File: config.mk
export PLATFORM = sky130hd
export DESIGN_NAME = radial_frequency_bin_map_unit
export DESIGN_NICKNAME = d
export VERILOG_FILES = /design/src/rtl/rfbm_pkg.sv /design/src/rtl/rfbm_front.sv /design/src/rtl/rfbm_div.sv /design/src/rtl/rfbm_isqrt.sv /design/src/rtl/radial_frequency_bin_map_unit.sv
export SDC_FILE = /design/constraint.sdc
export NUM_CORES = 2
export LEC_CHECK = 0
export BUFFER_PORTS_ARGS = -buffer_cell sky130_fd_sc_hd__buf_2
export CAP_MARGIN = 20
export CORE_MARGIN = 3
export CORE_UTILIZATION = 55
export CTS_CLUSTER_SIZE = 16
export DETAILED_ROUTE_END_ITERATION = 10
export PLACE_DENSITY = 0.76
export SKIP_LAST_GASP = 1
export SYNTH_ARGS = -nofsm -noshare
export SYNTH_HDL_FRONTEND = slang
export SYNTH_SLANG_ARGS = --single-unit
File: constraint.sdc
create_clock -name aclk -period 7.8 [get_ports aclk]
set_input_delay 1.56 -clock aclk [delete_from_list [all_inputs] [get_ports aclk]]
set_output_delay 1.56 -clock aclk [all_outputs]
set_load 0.03 [all_outputs]
File: src/rtl/rfbm_pkg.sv
// ----------------------------------------------------------------------------
// rfbm_pkg: shared types and constants of the radial frequency bin map
// field widths, register codes, reset values and pipeline step sizes
// ----------------------------------------------------------------------------
package rfbm_pkg;

    // field widths
    localparam int BS_W    = 9;          // block_size register
    localparam int BC_W    = 8;          // bin_count register
    localparam int COORD_W = 8;          // col and row
    localparam int BIN_W   = 8;          // bin result
    localparam int BC2_W   = 2 * BC_W;   // bin_count squared, also quotient width

    // defaults and reset values
    localparam int DEF_MAX_BLOCK_SIZE = 256;
    localparam int BS_RESET           = 16;
    localparam int BC_RESET           = 64;

    // quotient bits per divider stage, root bits per square root stage
    localparam int DIV_STEP = 2;
    localparam int SQ_STEP  = 2;

    // configuration register index
    localparam int CFG_ADDR_W = 1;
    typedef enum logic [CFG_ADDR_W-1:0] {
        REG_BLOCK_SIZE = 1'b0,
        REG_BIN_COUNT  = 1'b1
    } rfbm_reg_t;

    // input word
    typedef struct packed {
        logic [COORD_W-1:0] col;
        logic [COORD_W-1:0] row;
    } rfbm_in_t;

    // result word
    typedef struct packed {
        logic [BIN_W-1:0] bin;
        logic             in_range;
    } rfbm_out_t;

endpackage

File: src/rtl/rfbm_front.sv
// ----------------------------------------------------------------------------
// rfbm_front: quadrant swap, range check and squared radius scaling
// three stages: fold to centre offsets, square, sum and scale by bin_count^2
// ----------------------------------------------------------------------------
module rfbm_front #(
    parameter int  MAX_BLOCK_SIZE = rfbm_pkg::DEF_MAX_BLOCK_SIZE,
    localparam int SIZE_W         = $clog2(MAX_BLOCK_SIZE + 1),
    localparam int MAG_W          = SIZE_W - 1,
    localparam int R2_W           = 2 * MAG_W + 1,
    localparam int NUM_W          = rfbm_pkg::BC2_W + R2_W
) (
    input  logic                        aclk,
    input  logic                        aresetn,
    input  logic                        in_valid,
    output logic                        in_ready,
    input  rfbm_pkg::rfbm_in_t          in_data,
    input  logic [SIZE_W-1:0]           size,
    input  logic [rfbm_pkg::BC2_W-1:0]  bc2,
    output logic                        out_valid,
    input  logic                        out_ready,
    output logic [NUM_W-1:0]            out_num,
    output logic                        out_ok
);
    import rfbm_pkg::*;

    localparam int STAGES = 3;
    localparam int SQ_W   = 2 * MAG_W;

    logic [STAGES-1:0] vld_reg;
    logic [STAGES:0]   rdy;

    logic [MAG_W-1:0]   s1_magc_reg, s1_magr_reg;
    logic               s1_ok_reg;
    logic [SQ_W-1:0]    s2_sqc_reg, s2_sqr_reg;
    logic               s2_ok_reg;
    logic [NUM_W-1:0]   s3_num_reg;
    logic               s3_ok_reg;

    logic [BS_W-1:0]    col_ext, row_ext, size_ext;
    logic               ok_next;
    logic [MAG_W-1:0]   magc_next, magr_next;
    logic [R2_W-1:0]    r2;

    // offset magnitude from the centre after the quadrant swap
    function automatic logic [MAG_W-1:0] fold(input logic [BS_W-1:0] c,
                                              input logic [BS_W-1:0] s);
        logic [BS_W-1:0] h;
        logic [BS_W-1:0] m;
        h = s >> 1;
        m = (c < h) ? c : s - c;
        return m[MAG_W-1:0];
    endfunction

    // ready chain, a stage moves when empty or when its successor moves
    always_comb begin
        rdy[STAGES] = out_ready;
        for (int k = STAGES - 1; k >= 0; k--) begin
            rdy[k] = !vld_reg[k] || rdy[k+1];
        end
    end
    assign in_ready = rdy[0];

    // stage 1 logic: range check and fold
    always_comb begin
        col_ext   = BS_W'(in_data.col);
        row_ext   = BS_W'(in_data.row);
        size_ext  = BS_W'(size);
        ok_next   = (size != '0) && (col_ext < size_ext) && (row_ext < size_ext);
        magc_next = fold(col_ext, size_ext);
        magr_next = fold(row_ext, size_ext);
    end

    // stage 3 logic: squared radius
    assign r2 = R2_W'(s2_sqc_reg) + R2_W'(s2_sqr_reg);

    // stage valids
    always_ff @(posedge aclk) begin
        if (!aresetn) begin
            vld_reg <= '0;
        end else begin
            if (rdy[0]) vld_reg[0] <= in_valid;
            if (rdy[1]) vld_reg[1] <= vld_reg[0];
            if (rdy[2]) vld_reg[2] <= vld_reg[1];
        end
    end

    // stage payloads
    always_ff @(posedge aclk) begin
        if (rdy[0]) begin
            s1_magc_reg <= magc_next;
            s1_magr_reg <= magr_next;
            s1_ok_reg   <= ok_next;
        end
        if (rdy[1]) begin
            s2_sqc_reg <= SQ_W'(s1_magc_reg) * SQ_W'(s1_magc_reg);
            s2_sqr_reg <= SQ_W'(s1_magr_reg) * SQ_W'(s1_magr_reg);
            s2_ok_reg  <= s1_ok_reg;
        end
        if (rdy[2]) begin
            s3_num_reg <= NUM_W'(bc2) * NUM_W'(r2);
            s3_ok_reg  <= s2_ok_reg;
        end
    end

    assign out_valid = vld_reg[STAGES-1];
    assign out_num   = s3_num_reg;
    assign out_ok    = s3_ok_reg;

endmodule

File: src/rtl/rfbm_div.sv
// ----------------------------------------------------------------------------
// rfbm_div: pipelined restoring divider
// scaled squared radius over twice half squared, a few quotient bits a stage
// ----------------------------------------------------------------------------
module rfbm_div #(
    parameter int  MAX_BLOCK_SIZE = rfbm_pkg::DEF_MAX_BLOCK_SIZE,
    localparam int SIZE_W         = $clog2(MAX_BLOCK_SIZE + 1),
    localparam int MAG_W          = SIZE_W - 1,
    localparam int D_W            = 2 * MAG_W + 1,
    localparam int Q_W            = rfbm_pkg::BC2_W,
    localparam int NUM_W          = Q_W + D_W
) (
    input  logic             aclk,
    input  logic             aresetn,
    input  logic             in_valid,
    output logic             in_ready,
    input  logic [NUM_W-1:0] in_num,
    input  logic             in_ok,
    input  logic [D_W-1:0]   den,
    output logic             out_valid,
    input  logic             out_ready,
    output logic [Q_W-1:0]   out_quot,
    output logic             out_ok
);
    import rfbm_pkg::*;

    localparam int STAGES = Q_W / DIV_STEP;

    logic [STAGES-1:0] vld_reg;
    logic [STAGES-1:0] ok_reg;
    logic [STAGES:0]   rdy;
    logic [STAGES-1:0] vld_src, ok_src;

    // partial remainder and numerator bits shifting out while quotient bits shift in
    logic [D_W-1:0] rem_reg [STAGES];
    logic [Q_W-1:0] nq_reg  [STAGES];
    logic [D_W-1:0] rem_src [STAGES];
    logic [Q_W-1:0] nq_src  [STAGES];
    logic [D_W-1:0] rem_new [STAGES];
    logic [Q_W-1:0] nq_new  [STAGES];

    // the remainder starts as the high numerator bits, known to be below den for positions inside the block
    for (genvar k = 0; k < STAGES; k++) begin : g_src
        if (k == 0) begin : g_first
            assign rem_src[k] = in_num[NUM_W-1:Q_W];
            assign nq_src[k]  = in_num[Q_W-1:0];
        end else begin : g_next
            assign rem_src[k] = rem_reg[k-1];
            assign nq_src[k]  = nq_reg[k-1];
        end
    end
    assign vld_src = {vld_reg[STAGES-2:0], in_valid};
    assign ok_src  = {ok_reg[STAGES-2:0], in_ok};

    // ready chain
    always_comb begin
        rdy[STAGES] = out_ready;
        for (int k = STAGES - 1; k >= 0; k--) begin
            rdy[k] = !vld_reg[k] || rdy[k+1];
        end
    end
    assign in_ready = rdy[0];

    // compare and subtract steps of every stage
    always_comb begin
        logic [D_W:0]   t;
        logic [D_W-1:0] r;
        logic [Q_W-1:0] q;
        for (int k = 0; k < STAGES; k++) begin
            r = rem_src[k];
            q = nq_src[k];
            for (int j = 0; j < DIV_STEP; j++) begin
                t = {r, q[Q_W-1]};
                q = {q[Q_W-2:0], 1'b0};
                if (t >= {1'b0, den}) begin
                    t    = t - {1'b0, den};
                    q[0] = 1'b1;
                end
                r = t[D_W-1:0];
            end
            rem_new[k] = r;
            nq_new[k]  = q;
        end
    end

    // stage valids
    always_ff @(posedge aclk) begin
        if (!aresetn) begin
            vld_reg <= '0;
        end else begin
            for (int k = 0; k < STAGES; k++) begin
                if (rdy[k]) vld_reg[k] <= vld_src[k];
            end
        end
    end

    // stage payloads
    always_ff @(posedge aclk) begin
        for (int k = 0; k < STAGES; k++) begin
            if (rdy[k]) begin
                rem_reg[k] <= rem_new[k];
                nq_reg[k]  <= nq_new[k];
                ok_reg[k]  <= ok_src[k];
            end
        end
    end

    assign out_valid = vld_reg[STAGES-1];
    assign out_quot  = nq_reg[STAGES-1];
    assign out_ok    = ok_reg[STAGES-1];

endmodule

File: src/rtl/rfbm_isqrt.sv
// ----------------------------------------------------------------------------
// rfbm_isqrt: pipelined integer square root
// digit by digit, a few root bits a stage; out of range words give bin zero
// ----------------------------------------------------------------------------
module rfbm_isqrt (
    input  logic                        aclk,
    input  logic                        aresetn,
    input  logic                        in_valid,
    output logic                        in_ready,
    input  logic [rfbm_pkg::BC2_W-1:0]  in_val,
    input  logic                        in_ok,
    output logic                        out_valid,
    input  logic                        out_ready,
    output rfbm_pkg::rfbm_out_t         out_data
);
    import rfbm_pkg::*;

    localparam int STAGES = BIN_W / SQ_STEP;
    localparam int REM_W  = BIN_W + 1;

    logic [STAGES-1:0] vld_reg;
    logic [STAGES-1:0] ok_reg;
    logic [STAGES:0]   rdy;
    logic [STAGES-1:0] vld_src, ok_src;

    logic [REM_W-1:0] rem_reg  [STAGES];
    logic [BIN_W-1:0] root_reg [STAGES];
    logic [BC2_W-1:0] v_reg    [STAGES];
    logic [REM_W-1:0] rem_src  [STAGES];
    logic [BIN_W-1:0] root_src [STAGES];
    logic [BC2_W-1:0] v_src    [STAGES];
    logic [REM_W-1:0] rem_new  [STAGES];
    logic [BIN_W-1:0] root_new [STAGES];
    logic [BC2_W-1:0] v_new    [STAGES];

    // stage sources, the first stage starts from an empty root
    for (genvar k = 0; k < STAGES; k++) begin : g_src
        if (k == 0) begin : g_first
            assign rem_src[k]  = '0;
            assign root_src[k] = '0;
            assign v_src[k]    = in_val;
        end else begin : g_next
            assign rem_src[k]  = rem_reg[k-1];
            assign root_src[k] = root_reg[k-1];
            assign v_src[k]    = v_reg[k-1];
        end
    end
    assign vld_src = {vld_reg[STAGES-2:0], in_valid};
    assign ok_src  = {ok_reg[STAGES-2:0], in_ok};

    // ready chain
    always_comb begin
        rdy[STAGES] = out_ready;
        for (int k = STAGES - 1; k >= 0; k--) begin
            rdy[k] = !vld_reg[k] || rdy[k+1];
        end
    end
    assign in_ready = rdy[0];

    // one root bit per step: bring down two bits, try 4*root+1
    always_comb begin
        logic [REM_W+1:0] t;
        logic [REM_W+1:0] trial;
        logic [REM_W-1:0] r;
        logic [BIN_W-1:0] q;
        logic [BC2_W-1:0] v;
        for (int k = 0; k < STAGES; k++) begin
            r = rem_src[k];
            q = root_src[k];
            v = v_src[k];
            for (int j = 0; j < SQ_STEP; j++) begin
                t     = {r, v[BC2_W-1:BC2_W-2]};
                trial = {1'b0, q, 2'b01};
                v     = {v[BC2_W-3:0], 2'b00};
                if (t >= trial) begin
                    t = t - trial;
                    q = {q[BIN_W-2:0], 1'b1};
                end else begin
                    q = {q[BIN_W-2:0], 1'b0};
                end
                r = t[REM_W-1:0];
            end
            rem_new[k]  = r;
            root_new[k] = q;
            v_new[k]    = v;
        end
    end

    // stage valids
    always_ff @(posedge aclk) begin
        if (!aresetn) begin
            vld_reg <= '0;
        end else begin
            for (int k = 0; k < STAGES; k++) begin
                if (rdy[k]) vld_reg[k] <= vld_src[k];
            end
        end
    end

    // stage payloads
    always_ff @(posedge aclk) begin
        for (int k = 0; k < STAGES; k++) begin
            if (rdy[k]) begin
                rem_reg[k]  <= rem_new[k];
                root_reg[k] <= root_new[k];
                v_reg[k]    <= v_new[k];
                ok_reg[k]   <= ok_src[k];
            end
        end
    end

    // result word, bin forced to zero outside the block
    assign out_valid         = vld_reg[STAGES-1];
    assign out_data.bin      = ok_reg[STAGES-1] ? root_reg[STAGES-1] : '0;
    assign out_data.in_range = ok_reg[STAGES-1];

endmodule

File: src/rtl/radial_frequency_bin_map_unit.sv
// ----------------------------------------------------------------------------
// radial_frequency_bin_map_unit: radial bin of a quadrant swapped spectrum block
// pipeline of 3 front stages, 8 divider stages (2 quotient bits each),
// 4 square root stages (2 root bits each); throughput one word per cycle unless m_ready stalls
// synchronous reset empties the pipeline and loads block_size 16, bin_count 64
// ----------------------------------------------------------------------------
module radial_frequency_bin_map_unit #(
    parameter int  MAX_BLOCK_SIZE = rfbm_pkg::DEF_MAX_BLOCK_SIZE,
    localparam int SIZE_W         = $clog2(MAX_BLOCK_SIZE + 1),
    localparam int MAG_W          = SIZE_W - 1,
    localparam int R2_W           = 2 * MAG_W + 1,
    localparam int NUM_W          = rfbm_pkg::BC2_W + R2_W
) (
    input  logic                       aclk,
    input  logic                       aresetn,
    input  logic                       cfg_we,
    input  rfbm_pkg::rfbm_reg_t        cfg_addr,
    input  logic [rfbm_pkg::BS_W-1:0]  cfg_wdata,
    input  logic                       s_valid,
    output logic                       s_ready,
    input  rfbm_pkg::rfbm_in_t         s_data,
    output logic                       m_valid,
    input  logic                       m_ready,
    output rfbm_pkg::rfbm_out_t        m_data
);
    import rfbm_pkg::*;

    localparam int MAX_EVEN = MAX_BLOCK_SIZE - (MAX_BLOCK_SIZE % 2);
    localparam int HSQ_W    = 2 * MAG_W;

    logic [BS_W-1:0]    block_size_reg;
    logic [BC_W-1:0]    bin_count_reg;
    logic [R2_W-1:0]    den_reg;
    logic [BC2_W-1:0]   bc2_reg;

    logic [BS_W-1:0]    bs_even;
    logic [SIZE_W-1:0]  size;
    logic [MAG_W-1:0]   half;
    logic [HSQ_W-1:0]   half_sq;

    logic               f_valid, f_ready, f_ok;
    logic [NUM_W-1:0]   f_num;
    logic               d_valid, d_ready, d_ok;
    logic [BC2_W-1:0]   d_quot;

    // configuration registers
    always_ff @(posedge aclk) begin
        if (!aresetn) begin
            block_size_reg <= BS_W'(BS_RESET);
            bin_count_reg  <= BC_W'(BC_RESET);
        end else if (cfg_we) begin
            case (cfg_addr)
                REG_BLOCK_SIZE: block_size_reg <= cfg_wdata;
                REG_BIN_COUNT:  bin_count_reg  <= cfg_wdata[BC_W-1:0];
                default: ;
            endcase
        end
    end

    // effective size: even, saturated at the largest supported block
    always_comb begin
        bs_even = {block_size_reg[BS_W-1:1], 1'b0};
        size    = (bs_even > BS_W'(MAX_EVEN)) ? SIZE_W'(MAX_EVEN) : bs_even[SIZE_W-1:0];
        half    = size[SIZE_W-1:1];
        half_sq = HSQ_W'(half) * HSQ_W'(half);
    end

    // derived constants, needed only a few stages into the pipeline
    always_ff @(posedge aclk) begin
        den_reg <= {half_sq, 1'b0};
        bc2_reg <= BC2_W'(bin_count_reg) * BC2_W'(bin_count_reg);
    end

    rfbm_front #(
        .MAX_BLOCK_SIZE (MAX_BLOCK_SIZE)
    ) u_front (
        .aclk      (aclk),
        .aresetn   (aresetn),
        .in_valid  (s_valid),
        .in_ready  (s_ready),
        .in_data   (s_data),
        .size      (size),
        .bc2       (bc2_reg),
        .out_valid (f_valid),
        .out_ready (f_ready),
        .out_num   (f_num),
        .out_ok    (f_ok)
    );

    rfbm_div #(
        .MAX_BLOCK_SIZE (MAX_BLOCK_SIZE)
    ) u_div (
        .aclk      (aclk),
        .aresetn   (aresetn),
        .in_valid  (f_valid),
        .in_ready  (f_ready),
        .in_num    (f_num),
        .in_ok     (f_ok),
        .den       (den_reg),
        .out_valid (d_valid),
        .out_ready (d_ready),
        .out_quot  (d_quot),
        .out_ok    (d_ok)
    );

    rfbm_isqrt u_isqrt (
        .aclk      (aclk),
        .aresetn   (aresetn),
        .in_valid  (d_valid),
        .in_ready  (d_ready),
        .in_val    (d_quot),
        .in_ok     (d_ok),
        .out_valid (m_valid),
        .out_ready (m_ready),
        .out_data  (m_data)
    );

    // pipeline empty right after reset
    a_reset_empty: assert property (@(posedge aclk) $past(!aresetn) |-> !m_valid)
        else $error("result word valid right after reset");

    // input back-pressure only when the whole pipeline is full and stalled
    a_full_stall: assert property (@(posedge aclk) disable iff (!aresetn)
        !s_ready |-> (m_valid && !m_ready))
        else $error("input stalled without a stalled result word");

    // positions outside the block carry bin zero
    a_out_of_block: assert property (@(posedge aclk) disable iff (!aresetn)
        (m_valid && !m_data.in_range) |-> (m_data.bin == '0))
        else $error("nonzero bin for a position outside the block");

endmodule

### Word-level counts from Yosys, hierarchy flattened

Memory sizes are Yosys's and may differ from the RTL's.
Cells that the tools add are included.

* register bits: 160
* bits in writable memories: 380
* input port bits: 31
* output and inout port bits: 11
* memories kept: 5

* $add $sub $neg: 27
* multiply operators: 5
* magnitude comparators: 29
* multiplexer cells: 76
* bitwise operators: 1
* reduce and logical (&&, ||, !) cells: 35

Memories
* u_div.rem_reg: words 8, bits a word 17, rd ports 7, clocked after Yosys merged registers in 0, write ports 8, RTL line rfbm_div.sv:35 `logic [D_W-1:0] rem_reg [STAGES];`
* u_div.nq_reg: words 8, bits a word 16, rd ports 8, clocked after Yosys merged registers in 0, write ports 8, RTL line rfbm_div.sv:36 `logic [Q_W-1:0] nq_reg [STAGES];`
* u_isqrt.v_reg: words 4, bits a word 12, rd ports 3, clocked after Yosys merged registers in 0, write ports 4, RTL line rfbm_isqrt.sv:28 `logic [BC2_W-1:0] v_reg [STAGES];`
* u_isqrt.rem_reg: words 4, bits a word 9, rd ports 3, clocked after Yosys merged registers in 0, write ports 4, RTL line rfbm_isqrt.sv:26 `logic [REM_W-1:0] rem_reg [STAGES];`
* u_isqrt.root_reg: words 4, bits a word 8, rd ports 4, clocked after Yosys merged registers in 0, write ports 4, RTL line rfbm_isqrt.sv:27 `logic [BIN_W-1:0] root_reg [STAGES];`

Operators with widths (count)
* >= comparator 18 x 17 -> 1 bit: 16
* two-way mux 17 bit: 16
* subtractor 17 bit: 16
* two-way mux 9 bit: 9
* >= comparator 11 x 10 -> 1 bit: 6
* multiplier 8 x 8 -> 16 bit: 4
* subtractor 9 bit: 6
* two-way mux 1 bit: 48
* multiplier 16 x 17 -> 33 bit: 1
* two-way mux 8 bit: 3
* less-than comparator 8 x 9 -> 1 bit: 2
* adder 16 x 16 -> 17 bit: 1
* less-than comparator 8 bit: 2
* subtractor 8 bit: 2
* zero test 1 bit: 15
* logical OR 1 bit: 15
* >= comparator 11 x 3 -> 1 bit: 1
* greater-than comparator 9 bit (second input constant): 1
* nonzero test 9 bit: 1
* subtractor 9 x 3 -> 9 bit: 1
* AND reduction 2 bit: 2
* subtractor 2 x 1 -> 3 bit (second input constant): 1
* >= comparator 2 x 1 -> 1 bit (second input constant): 1
* logical AND 1 bit: 2
* inverter 1 bit: 1

### Depth between registers and ports, before layout

* depth after elaboration: 16
* depth in mapped cells: 34
* gate-level depth less buffers: 33

### Cells and area by module

From an unflattened synthesis, not the netlist that was laid out.

* cells, all modules: 4918
* area, all modules: 48502.8 um^2

Modules (own cells, without submodules)
* rfbm_div: instances 1, cells an instance 2235, area an instance 22633.0 um^2
* rfbm_front: instances 1, cells an instance 1775, area an instance 16777.3 um^2
* rfbm_isqrt: instances 1, cells an instance 435, area an instance 4727.0 um^2
* radial_frequency_bin_map_unit: instances 1, cells an instance 473, area an instance 4365.4 um^2

### Worst setup path before layout

OpenSTA, ideal clock, no wires.

* kind: reg-to-reg
* start point: register u_front.s2_sqr_reg[3]
* end point: register u_front.s3_num_reg[29], in the netlist u_front.out_num[29] (data pin)
* data arrival time: 7497 ps
* path slack: 43 ps
* stages on the path, launching flop included: 32
* period minus slack after synthesis: 7757 ps
* cells stage by stage: edfxtp_1 ha_1 a21oi_1 o21bai_1 a21oi_1 o21bai_1 a21oi_1 o21ai_0 o21a_1 nor2_1 xnor2_1 clkbuf_1 nand2_1 fa_1 fa_1 inv_1 fa_1 fa_1 fa_1 inv_1 fa_1 inv_1 ha_1 a21o_1 a21o_1 a21o_1 a21o_1 a211oi_1 nor2b_1 nor3_1 nor3_1 xnor2_1

* word-level cells in the longest chain between the ends: 2

Ends and longest elaborated chain
* start: declaration: RTL line rfbm_front.sv:34 `logic [SQ_W-1:0] s2_sqc_reg, s2_sqr_reg;`
* start signal: assignment: RTL line rfbm_front.sv:96 `s2_sqr_reg <= SQ_W'(s1_magr_reg) * SQ_W'(s1_magr_reg);`
* adder 16 x 16 -> 17 bit: RTL line rfbm_front.sv:74 `assign r2 = R2_W'(s2_sqc_reg) + R2_W'(s2_sqr_reg);`
* multiplier 16 x 17 -> 33 bit: RTL line rfbm_front.sv:100 `s3_num_reg <= NUM_W'(bc2) * NUM_W'(r2);`
* end signal: assignment: RTL line rfbm_front.sv:100
* end: declaration: RTL line rfbm_front.sv:36 `logic [NUM_W-1:0] s3_num_reg;`

Every way passes these cells.
A chain may end at the register's enable or synchronous reset.

### Worst setup path in the final report

* start point: register u_front.s2_sqr_reg[3]
* end point: register u_front.s3_num_reg[26], in the netlist u_front.out_num[26] (data pin)

Same word-level chain as after synthesis.

==> qor.yml <==
yosys:
  yosysSeqAreaShare_pct: 29.1
  synth_warnings: 0
  synth-edff-count: 410
  async_flop_share_pct: 0
  synth_area_leaders: "edfxtp_1, ha_1, fa_1, inv_1, xnor2_1"
  yosys.area.top_type: "edfxtp_1"
  ys_ff_latch: 471
  ys_types: 89
  synthCells: 4699
  synthFlopType: "edfxtp_1"
  syn_area_sq_um: 46500
  synth_area_per_cell_sq_um: 9.89
  yosysTopAreaCellShare_pct: 26.5
clock_tree:
  clk_latency_ns: 0.65
  cts_buffer_depth: 3
  clk_pin_slew_worst_paths_ns: 0.06
  cts_root_buf: "clkbuf_16"
  cts_max_level: 2
  clkSinkCount: 471
  cts_made_buffers: 54
  cts_tree: "yes"
detailed_routing:
  drt-initial-drc-count: 2126
  drcViolationCount: 0
  drt_pass1_iterations: 5
  vias_per_cell: 5.71
  drt_wl_total_mm: 110
  vias: 34300
  postRouteAntennaNets: 0
  wl_per_cell_um: 18.3
cells_and_area:
  area_growth_pct: 9.64
  layout_commonest_cell: "inv_1"
  utilization_pct: 61.4
  stdcell_area_sq_um: 50900
  most-common-layout-cells: "inv_1, ha_1, edfxtp_1, nand2_1, fa_1"
  largest_reg_flops: 128
  drive_above_1_share_pct: 10.4
  layout.nets: 5770
setup_path:
  crit_fanout: 4
  end_kind: "flop"
  reg2regPathDepth: 34
  start_kind: "flop"
  arrival_ns: 8.09
  critPathKind: "flop to flop"
  crit_path_start: "u_front.s2_sqr_reg[3]"
  slowest_stage: "fa_1"
  cp_num_buf_inv: 7
  cp_num_cells: 34
  cp_common_cell: "fa_1"
  reg2reg_from: "u_front.s2_sqr_reg[3]"
  cp_top_family: "adder cells"
  cp.required_ns: 8.19
  critPathMaxStageDelay_ns: 0.53
floorplanning:
  fp.dieH_um: 297
  design.core.area_sq_um: 82900
  die_w_um: 297
  row_count: 105
  initial_utilization_pct: 56.0
  die_area_sq_um: 88000
  ios: 42
place:
  portBuffers: 41
  hpwl_mm: 86.2
  pre_cts_ws_ns: -0.227
  post_dp_cell_area_sq_um: 48700
  place_congestion: 0.913
global_routing:
  grt_pass1_wl_mm: 177
  antenna_found_initial: 3
  grt_usage_pct: 25.3
  grt_max_degree: 35
  grt_pass1_vias: 35000
  overflow: 0
timing:
  period_needed_ns: 7.70
  finalSetupViolations: 0
  period_share_pct: 98.8
  fmax_mhz: 130
  max_slew.worst_pin.slew_ns: 1.01
  timing.final.ws_setup_ns: 0.0967
  max_slew_margin_pct: 32.8
  finalHoldViolCount: 0
  report.final.slew_viol_count: 0
  rsz0062_at_grt: "yes"
  fin_skew_ns: 0.0531
min_path:
  hold_start: "u_div.nq_reg[0][55]"
  min_path_cells: 0
  hold_class: "flop to flop"
run:
  drv_cap: 0
outcome:
  status: "finished, final reports clean"
==> area by class of cell <==
cell class / count / area, sq um
Multi-Input combinational cell: 3558 / 30800
Inverter: 593 / 2230
Antenna cell: 1 / 2.50
Clock buffer: 61 / 1400
Clock inverter: 40 / 364
Fill cell: 6703 / 32000
Timing Repair Buffer: 166 / 1210
Sequential cell: 471 / 13500
Tap cell: 1123 / 1410
==> cells by family (layout without fill, tap and decap cells) <==
family | after synthesis | in the layout | share of synthesized area, %
other | 2 | 28 | 0.0162
flip-flops | 471 | 471 | 29.1
multiplexers | 180 | 180 | 4.31
buffers and inverters | 695 | 860 | 5.68
AO/OA/AOI/OAI | 912 | 912 | 12.6
adder cells (fa/ha/maj) | 895 | 895 | 29.1
XOR/XNOR | 324 | 324 | 6.11
AND/OR/NAND/NOR | 1220 | 1220 | 13.1
==> layer usage <==
layer  wire length (um)  share of wire (%)  track usage [%]  up-vias
li1                   -                  -                -    16500
met1              44900                 41             31.4    16600
met2              54600                 50             44.8      928
met3               5800                5.3             2.75      260
met4               4920                4.5             11.0        0
met5                  0                  0                0        -
==> final timing paths <==
path                              end  slack (ns)
setup reg to reg  u_front.out_num[26]         0.1
setup / recovery  u_front.out_num[26]         0.1
hold / removal     u_div.nq_reg[1][9]        0.40
hold reg to reg    u_div.nq_reg[1][9]        0.40
==> Yosys cell counts (10+ instances only) <==
library cell	instances
and3_1	33
or2_2	17
nand3_1	75
nor3_1	63
nand2_1	386
a211oi_1	23
xor2_1	99
nor2b_1	76
o31ai_1	23
inv_1	589
mux2_2	135
xnor2_1	225
mux2i_1	37
a21boi_0	29
a21oi_1	313
nand4_1	35
edfxtp_1	410
fa_1	310
clkbuf_1	84
o211ai_1	18
and2_1	200
o21a_1	62
nor3b_1	10
nor4_1	11
nor2_1	206
dfxtp_1	61
ha_1	585
nand2b_1	52
o21ai_0	168
a31oi_1	20
o21bai_1	46
or3_1	21
a21o_1	96
==> what timing repair did <==
item,in CTS,in global routing
gates resized for setup,16,70
hold buffers,0,0
buffers inserted,1,7
pin swaps,4,71
hold endpoints to repair,0,0
setup endpoints to repair,10,14
cloned,0,0
==> per-stage QoR <==
stage,cells,hold slack [ns],TNS [ns]
after global routing,6012,0.416,-0.702
after global placement,5902,0.401,-0.394
after detailed placement,5902,0.405,-1.20
final,6013,0.400,0
after CTS,6004,0.402,0
after floorplan,4724,0.329,0
==> worst reg2reg max path: cells and delay by family (launching register included) <==
| family | cells | cell delay, ns |
|---|---|---|
| fa+ha+maj | 8 | 3.72 |
| compound gates | 14 | 2.03 |
| buf+inv | 7 | 0.62 |
| flops | 1 | 0.43 |
| simple gates | 3 | 0.34 |
| xor+xnor | 2 | 0.32 |
Power is left out: the tool's default activity adds up to more than one toggle a clock period on the data nets, which glitch-free logic cannot reach.
